### src/sv/rc_pkg.sv
`timescale 1ns / 1ps
`default_nettype none
// ---------------------------------------------------------------------------
// rc_pkg: shared types and constants for the radix converter
// Word layouts, configuration register indexes and the controller/datapath
// command and status groups.
// ---------------------------------------------------------------------------
package rc_pkg;

  localparam int RADIX_W     = 6;
  localparam int CFG_INDEX_W = 2;

  localparam logic [CFG_INDEX_W-1:0] CFG_FROM_BASE = 2'd0;
  localparam logic [CFG_INDEX_W-1:0] CFG_TO_BASE   = 2'd1;

  localparam logic [RADIX_W-1:0] RADIX_MIN     = 6'd2;
  localparam logic [RADIX_W-1:0] RADIX_MAX     = 6'd36;
  localparam logic [RADIX_W-1:0] FROM_BASE_RST = 6'd10;
  localparam logic [RADIX_W-1:0] TO_BASE_RST   = 6'd2;

  localparam logic [7:0] CHAR_ZERO    = 8'd48;
  localparam logic [7:0] CHAR_COLON   = 8'd58;
  localparam logic [7:0] CHAR_AT      = 8'd64;
  localparam logic [7:0] CHAR_BRACKET = 8'd91;
  localparam logic [7:0] LETTER_BIAS  = 8'd55;
  localparam logic [RADIX_W-1:0] DEC_DIGITS = 6'd10;

  typedef struct packed {
    logic [7:0] in_char;
    logic       in_last;
  } in_item_t;

  typedef struct packed {
    logic [6:0] out_char;
    logic       out_last;
    logic       overflow;
  } out_item_t;

  typedef struct packed {
    logic acc_en;       // fold accepted character into the value
    logic div_init;     // clear remainder and bit counter
    logic count_clear;  // restart digit count
    logic div_step;     // one restoring division bit
    logic digit_write;  // push remainder into digit memory
    logic rd_issue;     // read next digit, most significant first
    logic clear_num;    // drop value and overflow flag
  } rc_cmd_t;

  typedef struct packed {
    logic bit_last;
    logic quot_zero;
    logic count_zero;
  } rc_stat_t;

  function automatic logic [RADIX_W-1:0] clamp_radix(input logic [RADIX_W-1:0] r);
    logic [RADIX_W-1:0] res;
    if (r < RADIX_MIN) res = RADIX_MIN;
    else if (r > RADIX_MAX) res = RADIX_MAX;
    else res = r;
    return res;
  endfunction

  function automatic logic [6:0] digit_char(input logic [RADIX_W-1:0] d);
    logic [7:0] c;
    if (d < DEC_DIGITS) c = {2'b00, d} + CHAR_ZERO;
    else c = {2'b00, d} + LETTER_BIAS;
    return c[6:0];
  endfunction

endpackage
`default_nettype wire

### src/sv/rc_ctrl.sv
`timescale 1ns / 1ps
`default_nettype none
// ---------------------------------------------------------------------------
// rc_ctrl: radix converter sequencer
// Takes characters while idle, then runs the division loop digit by digit
// and plays the stored digits back out, most significant first.
// ---------------------------------------------------------------------------
module rc_ctrl
  import rc_pkg::*;
(
  input  wire logic     clk,
  input  wire logic     rst,
  input  wire logic     in_valid,
  output logic          in_ready,
  input  wire logic     in_last,
  output logic          out_valid,
  input  wire logic     out_ready,
  input  wire rc_stat_t stat,
  output rc_cmd_t       cmd
);

  localparam logic [2:0] ST_IDLE  = 3'd0;
  localparam logic [2:0] ST_DIV   = 3'd1;
  localparam logic [2:0] ST_STORE = 3'd2;
  localparam logic [2:0] ST_READ  = 3'd3;
  localparam logic [2:0] ST_SEND  = 3'd4;

  logic [2:0] state;
  logic [2:0] state_next;

  always_ff @(posedge clk) begin
    if (rst) begin
      state <= ST_IDLE;
    end else begin
      state <= state_next;
    end
  end

  always_comb begin
    state_next = state;
    cmd        = '0;
    in_ready   = 1'b0;
    out_valid  = 1'b0;
    case (state)
      ST_IDLE: begin
        in_ready = 1'b1;
        if (in_valid) begin
          cmd.acc_en = 1'b1;
          if (in_last) begin
            cmd.div_init    = 1'b1;
            cmd.count_clear = 1'b1;
            state_next      = ST_DIV;
          end
        end
      end
      ST_DIV: begin
        cmd.div_step = 1'b1;
        if (stat.bit_last) state_next = ST_STORE;
      end
      ST_STORE: begin
        cmd.digit_write = 1'b1;
        cmd.div_init    = 1'b1;
        state_next      = stat.quot_zero ? ST_READ : ST_DIV;
      end
      ST_READ: begin
        cmd.rd_issue = 1'b1;
        state_next   = ST_SEND;
      end
      ST_SEND: begin
        out_valid = 1'b1;
        if (out_ready) begin
          if (stat.count_zero) begin
            cmd.clear_num = 1'b1;
            state_next    = ST_IDLE;
          end else begin
            state_next = ST_READ;
          end
        end
      end
      default: begin
        state_next = ST_IDLE;
      end
    endcase
  end

  a_one_side: assert property (@(posedge clk) disable iff (rst)
    $onehot0({in_ready, out_valid}))
    else $error("input and output active together");

  a_final_word_idle: assert property (@(posedge clk) disable iff (rst)
    (state == ST_SEND && out_ready && stat.count_zero) |=> in_ready)
    else $error("not idle after final digit");

  a_last_starts_div: assert property (@(posedge clk) disable iff (rst)
    (in_valid && in_ready && in_last) |=> cmd.div_step)
    else $error("conversion did not start");

endmodule
`default_nettype wire

### src/sv/rc_datapath.sv
`timescale 1ns / 1ps
`default_nettype none
// ---------------------------------------------------------------------------
// rc_datapath: radix converter value, divider and digit memory
// Multiply-add accumulator, one-bit-per-cycle restoring divider sharing the
// value register as quotient, digit memory and configuration registers.
// ---------------------------------------------------------------------------
module rc_datapath
  import rc_pkg::*;
#(
  parameter int VALUE_WIDTH = 32,
  parameter int MAX_DIGITS  = 32
) (
  input  wire logic                   clk,
  input  wire logic                   rst,
  input  wire logic                   cfg_we,
  input  wire logic [CFG_INDEX_W-1:0] cfg_index,
  input  wire logic [RADIX_W-1:0]     cfg_data,
  input  wire in_item_t               in_data,
  input  wire rc_cmd_t                cmd,
  output rc_stat_t                    stat,
  output out_item_t                   out_data
);

  localparam int BW = $clog2(VALUE_WIDTH);
  localparam int CW = $clog2(MAX_DIGITS + 1);
  localparam int AW = $clog2(MAX_DIGITS);
  localparam int PW = VALUE_WIDTH + RADIX_W;

  logic [RADIX_W-1:0]     from_base;
  logic [RADIX_W-1:0]     to_base;
  logic [VALUE_WIDTH-1:0] acc;
  logic                   ovf;
  logic [RADIX_W-1:0]     rem;
  logic [BW-1:0]          bitcnt;
  logic [CW-1:0]          dcount;
  logic [RADIX_W-1:0]     mem [MAX_DIGITS];
  logic [RADIX_W-1:0]     mem_q;

  logic [RADIX_W-1:0] fb;
  logic [RADIX_W-1:0] tb;
  logic               dig_ok;
  logic [7:0]         dig_wide;
  logic [RADIX_W-1:0] dig;
  logic [PW-1:0]      prod;
  logic [PW:0]        wide;
  logic               ovf_now;
  logic [RADIX_W:0]   rem_sh;
  logic               ge;
  logic [RADIX_W:0]   rem_sub;
  logic [CW-1:0]      dcount_dec;
  logic               has_room;

  assign fb = clamp_radix(from_base);
  assign tb = clamp_radix(to_base);

  always_comb begin
    dig_ok   = 1'b0;
    dig_wide = '0;
    if (in_data.in_char >= CHAR_ZERO && in_data.in_char < CHAR_COLON) begin
      dig_ok   = 1'b1;
      dig_wide = in_data.in_char - CHAR_ZERO;
    end else if (in_data.in_char > CHAR_AT && in_data.in_char < CHAR_BRACKET) begin
      dig_ok   = 1'b1;
      dig_wide = in_data.in_char - LETTER_BIAS;
    end
  end
  assign dig = dig_wide[RADIX_W-1:0];

  // the value overflows when anything lands above the kept width
  assign prod    = PW'(acc) * PW'(fb);
  assign wide    = (PW + 1)'(prod) + (PW + 1)'(dig);
  assign ovf_now = |wide[PW:VALUE_WIDTH];

  assign rem_sh  = {rem, acc[VALUE_WIDTH-1]};
  assign ge      = rem_sh >= {1'b0, tb};
  assign rem_sub = ge ? (rem_sh - {1'b0, tb}) : rem_sh;

  assign dcount_dec = dcount - 1'b1;
  assign has_room   = dcount < CW'(MAX_DIGITS);

  always_ff @(posedge clk) begin
    if (rst) begin
      from_base <= FROM_BASE_RST;
      to_base   <= TO_BASE_RST;
    end else if (cfg_we) begin
      if (cfg_index == CFG_FROM_BASE) from_base <= cfg_data;
      if (cfg_index == CFG_TO_BASE) to_base <= cfg_data;
    end
  end

  always_ff @(posedge clk) begin
    if (rst) begin
      acc    <= '0;
      ovf    <= 1'b0;
      dcount <= '0;
    end else begin
      if (cmd.acc_en && dig_ok) begin
        acc <= wide[VALUE_WIDTH-1:0];
        if (ovf_now) ovf <= 1'b1;
      end else if (cmd.div_step) begin
        acc <= {acc[VALUE_WIDTH-2:0], ge};
      end else if (cmd.clear_num) begin
        acc <= '0;
        ovf <= 1'b0;
      end
      if (cmd.count_clear) begin
        dcount <= '0;
      end else if (cmd.digit_write && has_room) begin
        dcount <= dcount + 1'b1;
      end else if (cmd.rd_issue) begin
        dcount <= dcount_dec;
      end
    end
  end

  always_ff @(posedge clk) begin
    if (cmd.div_init) begin
      rem    <= '0;
      bitcnt <= '0;
    end else if (cmd.div_step) begin
      rem    <= rem_sub[RADIX_W-1:0];
      bitcnt <= bitcnt + 1'b1;
    end
  end

  always_ff @(posedge clk) begin
    if (cmd.digit_write && has_room) mem[dcount[AW-1:0]] <= rem;
    if (cmd.rd_issue) mem_q <= mem[dcount_dec[AW-1:0]];
  end

  assign stat.bit_last   = bitcnt == BW'(VALUE_WIDTH - 1);
  assign stat.quot_zero  = acc == '0;
  assign stat.count_zero = dcount == '0;

  assign out_data.out_char = digit_char(mem_q);
  assign out_data.out_last = dcount == '0;
  assign out_data.overflow = ovf;

  a_count_bound: assert property (@(posedge clk) disable iff (rst)
    dcount <= CW'(MAX_DIGITS))
    else $error("digit count past memory depth");

  a_rem_bound: assert property (@(posedge clk) disable iff (rst)
    cmd.div_step |=> rem < tb)
    else $error("remainder not below radix");

  a_read_nonempty: assert property (@(posedge clk) disable iff (rst)
    cmd.rd_issue |-> dcount != '0)
    else $error("digit read with empty memory");

endmodule
`default_nettype wire

### src/sv/radix_converter_core.sv
`timescale 1ns / 1ps
`default_nettype none
// ---------------------------------------------------------------------------
// radix_converter_core: ASCII number radix converter
// Folds digit characters into a value in from_base and emits the value as
// ASCII digits in to_base, most significant first.
//
//   port group   direction  word
//   in_*         sink       in_item_t   one character, last flag
//   out_*        source     out_item_t  one digit, last flag, overflow
//   cfg_*        sink       index/data  0: from_base, 1: to_base
//
// A character without the last flag is folded in and input stays ready for
// the next one. A last character starts the conversion: each digit comes
// from the one-bit-per-cycle restoring divider, then each digit leaves
// through a registered digit memory read, the next once out_ready takes it.
// Input is held off from the last character until the final digit is taken.
// Synchronous reset; no clearing pass. Config writes are always taken.
// ---------------------------------------------------------------------------
module radix_converter_core
  import rc_pkg::*;
#(
  parameter int VALUE_WIDTH = 32,
  parameter int MAX_DIGITS  = 32
) (
  input  wire logic                   clk,
  input  wire logic                   rst,
  input  wire logic                   in_valid,
  output logic                        in_ready,
  input  wire in_item_t               in_data,
  output logic                        out_valid,
  input  wire logic                   out_ready,
  output out_item_t                   out_data,
  input  wire logic                   cfg_valid,
  output logic                        cfg_ready,
  input  wire logic [CFG_INDEX_W-1:0] cfg_index,
  input  wire logic [RADIX_W-1:0]     cfg_data
);

  rc_cmd_t  cmd;
  rc_stat_t stat;

  assign cfg_ready = 1'b1;

  rc_ctrl u_ctrl (
    .clk       (clk),
    .rst       (rst),
    .in_valid  (in_valid),
    .in_ready  (in_ready),
    .in_last   (in_data.in_last),
    .out_valid (out_valid),
    .out_ready (out_ready),
    .stat      (stat),
    .cmd       (cmd)
  );

  rc_datapath #(
    .VALUE_WIDTH (VALUE_WIDTH),
    .MAX_DIGITS  (MAX_DIGITS)
  ) u_datapath (
    .clk       (clk),
    .rst       (rst),
    .cfg_we    (cfg_valid),
    .cfg_index (cfg_index),
    .cfg_data  (cfg_data),
    .in_data   (in_data),
    .cmd       (cmd),
    .stat      (stat),
    .out_data  (out_data)
  );

endmodule
`default_nettype wire
### config.mk
export PLATFORM = sky130hd
export DESIGN_NAME = radix_converter_core
export DESIGN_NICKNAME = d
export VERILOG_FILES = /design/src/sv/rc_pkg.sv /design/src/sv/rc_ctrl.sv /design/src/sv/rc_datapath.sv /design/src/sv/radix_converter_core.sv
export SDC_FILE = /design/constraint.sdc
export NUM_CORES = 1
export LEC_CHECK = 0
export ABC_CLOCK_PERIOD_IN_PS = 10700
export BUFFER_PORTS_ARGS = -buffer_cell sky130_fd_sc_hd__buf_4
export CAP_MARGIN = 20
export CORE_ASPECT_RATIO = 1.75
export CORE_UTILIZATION = 30
export DETAILED_ROUTE_END_ITERATION = 6
export SYNTH_ARGS = -nofsm -noshare
export SYNTH_HDL_FRONTEND = slang
export SYNTH_SLANG_ARGS = --single-unit
### constraint.sdc
create_clock -name clk -period 10.7 [get_ports clk]
set_input_delay 3.21 -clock clk [delete_from_list [all_inputs] [get_ports clk]]
set_output_delay 3.21 -clock clk [all_outputs]
set_load 0.005 [all_outputs]
==> flow_summary_export.csv <==
group,metric,value,unit
cts,cts_setup_buffers,0,
synthesis,synth_area,17600,um^2
setup_path,start_kind,"input pin",
outcome,failed_checks,"design-rule violations",
cts,post_cts_resized,0,
timing,fin_crit_sh,65.5,%
timing,setup_ws,3.69,ns
timing,period_needed,7.01,ns
placement,place_inst,2198,
timing,slew_violations,0,
cts,clk_latency,0.54,ns
timing,tightest_slew,0.998,ns
grt,grt_overflow,0,
timing,setup_viol,0,
power_and_ir_drop,combPwrFrac,15.3,%
min_path,hold_path.class,"reg -> reg",
cts,root_buffer,"clkbuf_16",
detailed_routing,wl_per_cell,18.6,um
outcome,status,"finished with violations",
setup_path,critical_path_class,"in -> reg",
grt,grtUsageTotal,14.4,%
timing,finalSetupTns,0,ns
cts,cts.sinks,263,
power_and_ir_drop,peakVddDrop,0.0797,mV
synthesis,synth_edf_count,198,
grt,grt_pass1_vias,12229,
power_and_ir_drop,leakagePower,8.02,nW
synthesis,ys_seq_area_share,41.1,%
synthesis,synth-async-reset-ratio,0,%
placement,hpwl,30500,um
cts,hold_buffers,0,
timing,rsz0062_at_grt,"no",
cells_and_area,finalNetCount,1706,
grt,antenna_found_initial,1,
power_and_ir_drop,power_frac_seq,50.1,%
synthesis,synth_top_cell_by_area,"edfxtp_1",
power_and_ir_drop,powerDensity,126,nW/um^2
cts,tritoncts,"yes",
timing,relSlewSlack,33.0,%
synthesis,synth_seq_cells,263,
cts,numCtsBuffers,24,
detailed_routing,ant_nets,0,
setup_path,cp_max_fo,8,
power_and_ir_drop,p_int,1.81,mW
cells_and_area,drive_above_1_share,12.8,%
cells_and_area,diodes,0,
power_and_ir_drop,p_clk_share,34.6,%
synthesis,syn_inst,1439,
floorplan,coreArea,58100,um^2
floorplan,rows,117,
setup_path,end_kind,"flip-flop",
placement,port-buffer-count,32,
synthesis,postSynthAreaPerCell,12.2,um^2
grt,grt_max_degree,55,
cells_and_area,syn_to_final_growth,11.1,%
power_and_ir_drop,netSwitchingFraction,26.6,%
cells_and_area,instances_no_fill,2244,
detailed_routing,viasPerCell,5.09,
detailed_routing,drc,7,
placement,dpl_worst_slack,3.15,ns
cts,clk_pin_slew,0.06,ns
synthesis,yosys_warnings,0,
timing,max_freq,143,MHz
detailed_routing,dr.pass1.iters,7,
setup_path,crit_arrival,7.39,ns
setup_path,required,11.08,ns
floorplan,die-width,185,um
timing,finClkSkew,0.0199,ns
floorplan,die-area,59700,um^2
synthesis,ys_top_cells_by_area,"edfxtp_1, fa_1, mux4_2, ha_1, dfxtp_1",
flow_run,cap_violations,0,
synthesis,synth.top_cell.area_share,33.8,%
synthesis,syn_nets,1692,
timing,finalHoldViolCount,0,
floorplan,die_h,323,um
power_and_ir_drop,p_sw,656,uW
cts,htreeDepth,1,
synthesis,ys_types,77,
floorplan,io_pins,34,
detailed_routing,vias,11411,
cts,clockBufferDepth,3,
floorplan,start_util,30.3,%
placement,gp_congestion,0.815,
synthesis,synth-main-ff-cell,"edfxtp_1",
detailed_routing,wl,41700,um
grt,grt_pass1_wl,66800,um
detailed_routing,drt-initial-drc-count,828,
-- worst paths after layout --
check | start | to | slack [ns] | cells after the start
worst max-delay path | in_data[6] | u_datapath.ovf | 3.69 | 20
worst max register to register | u_datapath.from_base[5] | u_datapath.ovf | 4.14 | 24
worst min register to register | u_datapath.bitcnt[4] | u_datapath.bitcnt[4] | 0.46 | 2
worst min-delay path | u_datapath.bitcnt[4] | u_datapath.bitcnt[4] | 0.46 | 2
-- synthesized netlist by cell type, types with 4 or more instances --
library cell	number
edfxtp_1	198
fa_1	125
nor2_1	122
and2_1	115
ha_1	106
nand2_1	75
dfxtp_1	65
inv_1	65
mux4_2	60
clkbuf_1	53
a21oi_1	49
nor2b_1	40
and3_1	38
a222oi_1	27
xnor2_1	25
o21ai_0	24
a21o_1	23
xor2_1	22
mux2i_1	14
nand3_1	13
nand2b_1	12
nor3_1	12
nor4_1	12
o211ai_1	12
nand4_1	9
o21a_1	9
a211oi_1	8
buf_2	7
or3_1	7
mux2_2	6
a22oi_1	5
a211o_1	4
nand3b_1	4
o21ai_1	4
o21bai_1	4
-- area by class of cell --
cell class | count | area, um^2
clock buffer | 29 | 629
clock inverter | 15 | 154
fill | 5756 | 38500
inverter | 65 | 244
multi-input combinational | 1045 | 9890
sequential | 263 | 7250
tap | 773 | 967
timing repair buffer | 54 | 438
-- state kept, by name (all words and copies together) (netlist names) --
name                  cells
u_datapath.to_base        6
u_datapath.mem_q          6
u_datapath.rem            6
u_datapath.acc           32
u_datapath.mem          192
u_datapath.ovf            1
u_datapath.dcount         6
u_datapath.from_base      6
u_datapath.bitcnt         5
u_ctrl.state              3
-- routing by layer --
layer,wire length (um),vias to the layer above,global-route usage [%],part of all wire (%)
met5,13,-,0,0.031
met1,15700,5833,16.1,38
met3,1320,69,1.30,3.2
li1,-,5261,-,-
met2,23400,246,27.8,56
met4,1150,2,5.22,2.8
-- cell usage in the layout (no fill, tap or decap), types with 40 or more instances in the layout --
cell / Yosys / routed
edfxtp_1: 198 / 198
fa_1: 125 / 125
nor2_1: 122 / 121
and2_1: 115 / 115
ha_1: 106 / 105
nand2_1: 75 / 75
inv_1: 65 / 65
dfxtp_1: 65 / 64
mux4_2: 60 / 60
buf_4: 2 / 52
a21oi_1: 49 / 48
nor2b_1: 40 / 40
-- worst max-delay path, stage by stage --
cell,delay (ns)
buf_4,0.13
inv_1,0.07
ha_1,0.14
nand2_1,0.06
o311ai_2,0.45
o21ai_0,0.17
nand2_1,0.09
o21ai_0,0.11
fa_1,0.47
ha_1,0.38
a211oi_2,0.24
o211ai_1,0.17
a41oi_2,0.45
o2111ai_2,0.22
a31oi_1,0.21
nor2b_1,0.08
o21ai_1,0.17
mux2i_1,0.11
nor4_1,0.31
a311oi_1,0.14
-- through the flow --
stage	area, um^2	hold WS (ns)	power (mW)	utilization (%)
after CTS	19500	0.465	2.48	33.6
final	19600	0.462	2.47	33.7
after detailed placement	18700	0.456	1.63	32.3
after global routing	19600	0.508	2.56	33.7
after global placement	18700	0.447	1.62	32.3
after floorplan	17600	0.441	1.48	-
-- power groups by stage --
| stage | clock network, mW | logic [mW] | registers, mW |
|---|---|---|---|
| global route | 0.906 | 0.413 | 1.24 |
| CTS | 0.873 | 0.358 | 1.25 |
| global placement | 0 | 0.347 | 1.27 |
| finish | 0.854 | 0.377 | 1.23 |
| floorplan | 0 | 0.182 | 1.30 |
| detailed placement | 0 | 0.357 | 1.27 |
-- cell families (layout without fill, tap and decap cells) --
group | Yosys count | after routing | synth area share, %
simple gates | 477 | 477 | 14.2
flops | 263 | 263 | 41.1
fa+ha+maj | 232 | 232 | 21.8
compound gates | 208 | 208 | 8.70
buf+inv | 131 | 163 | 2.93
mux | 80 | 80 | 8.85
xor+xnor | 47 | 47 | 2.34
other cells | 1 | 1 | 0.0213
Note: power is estimated with default switching activity, not from simulation.
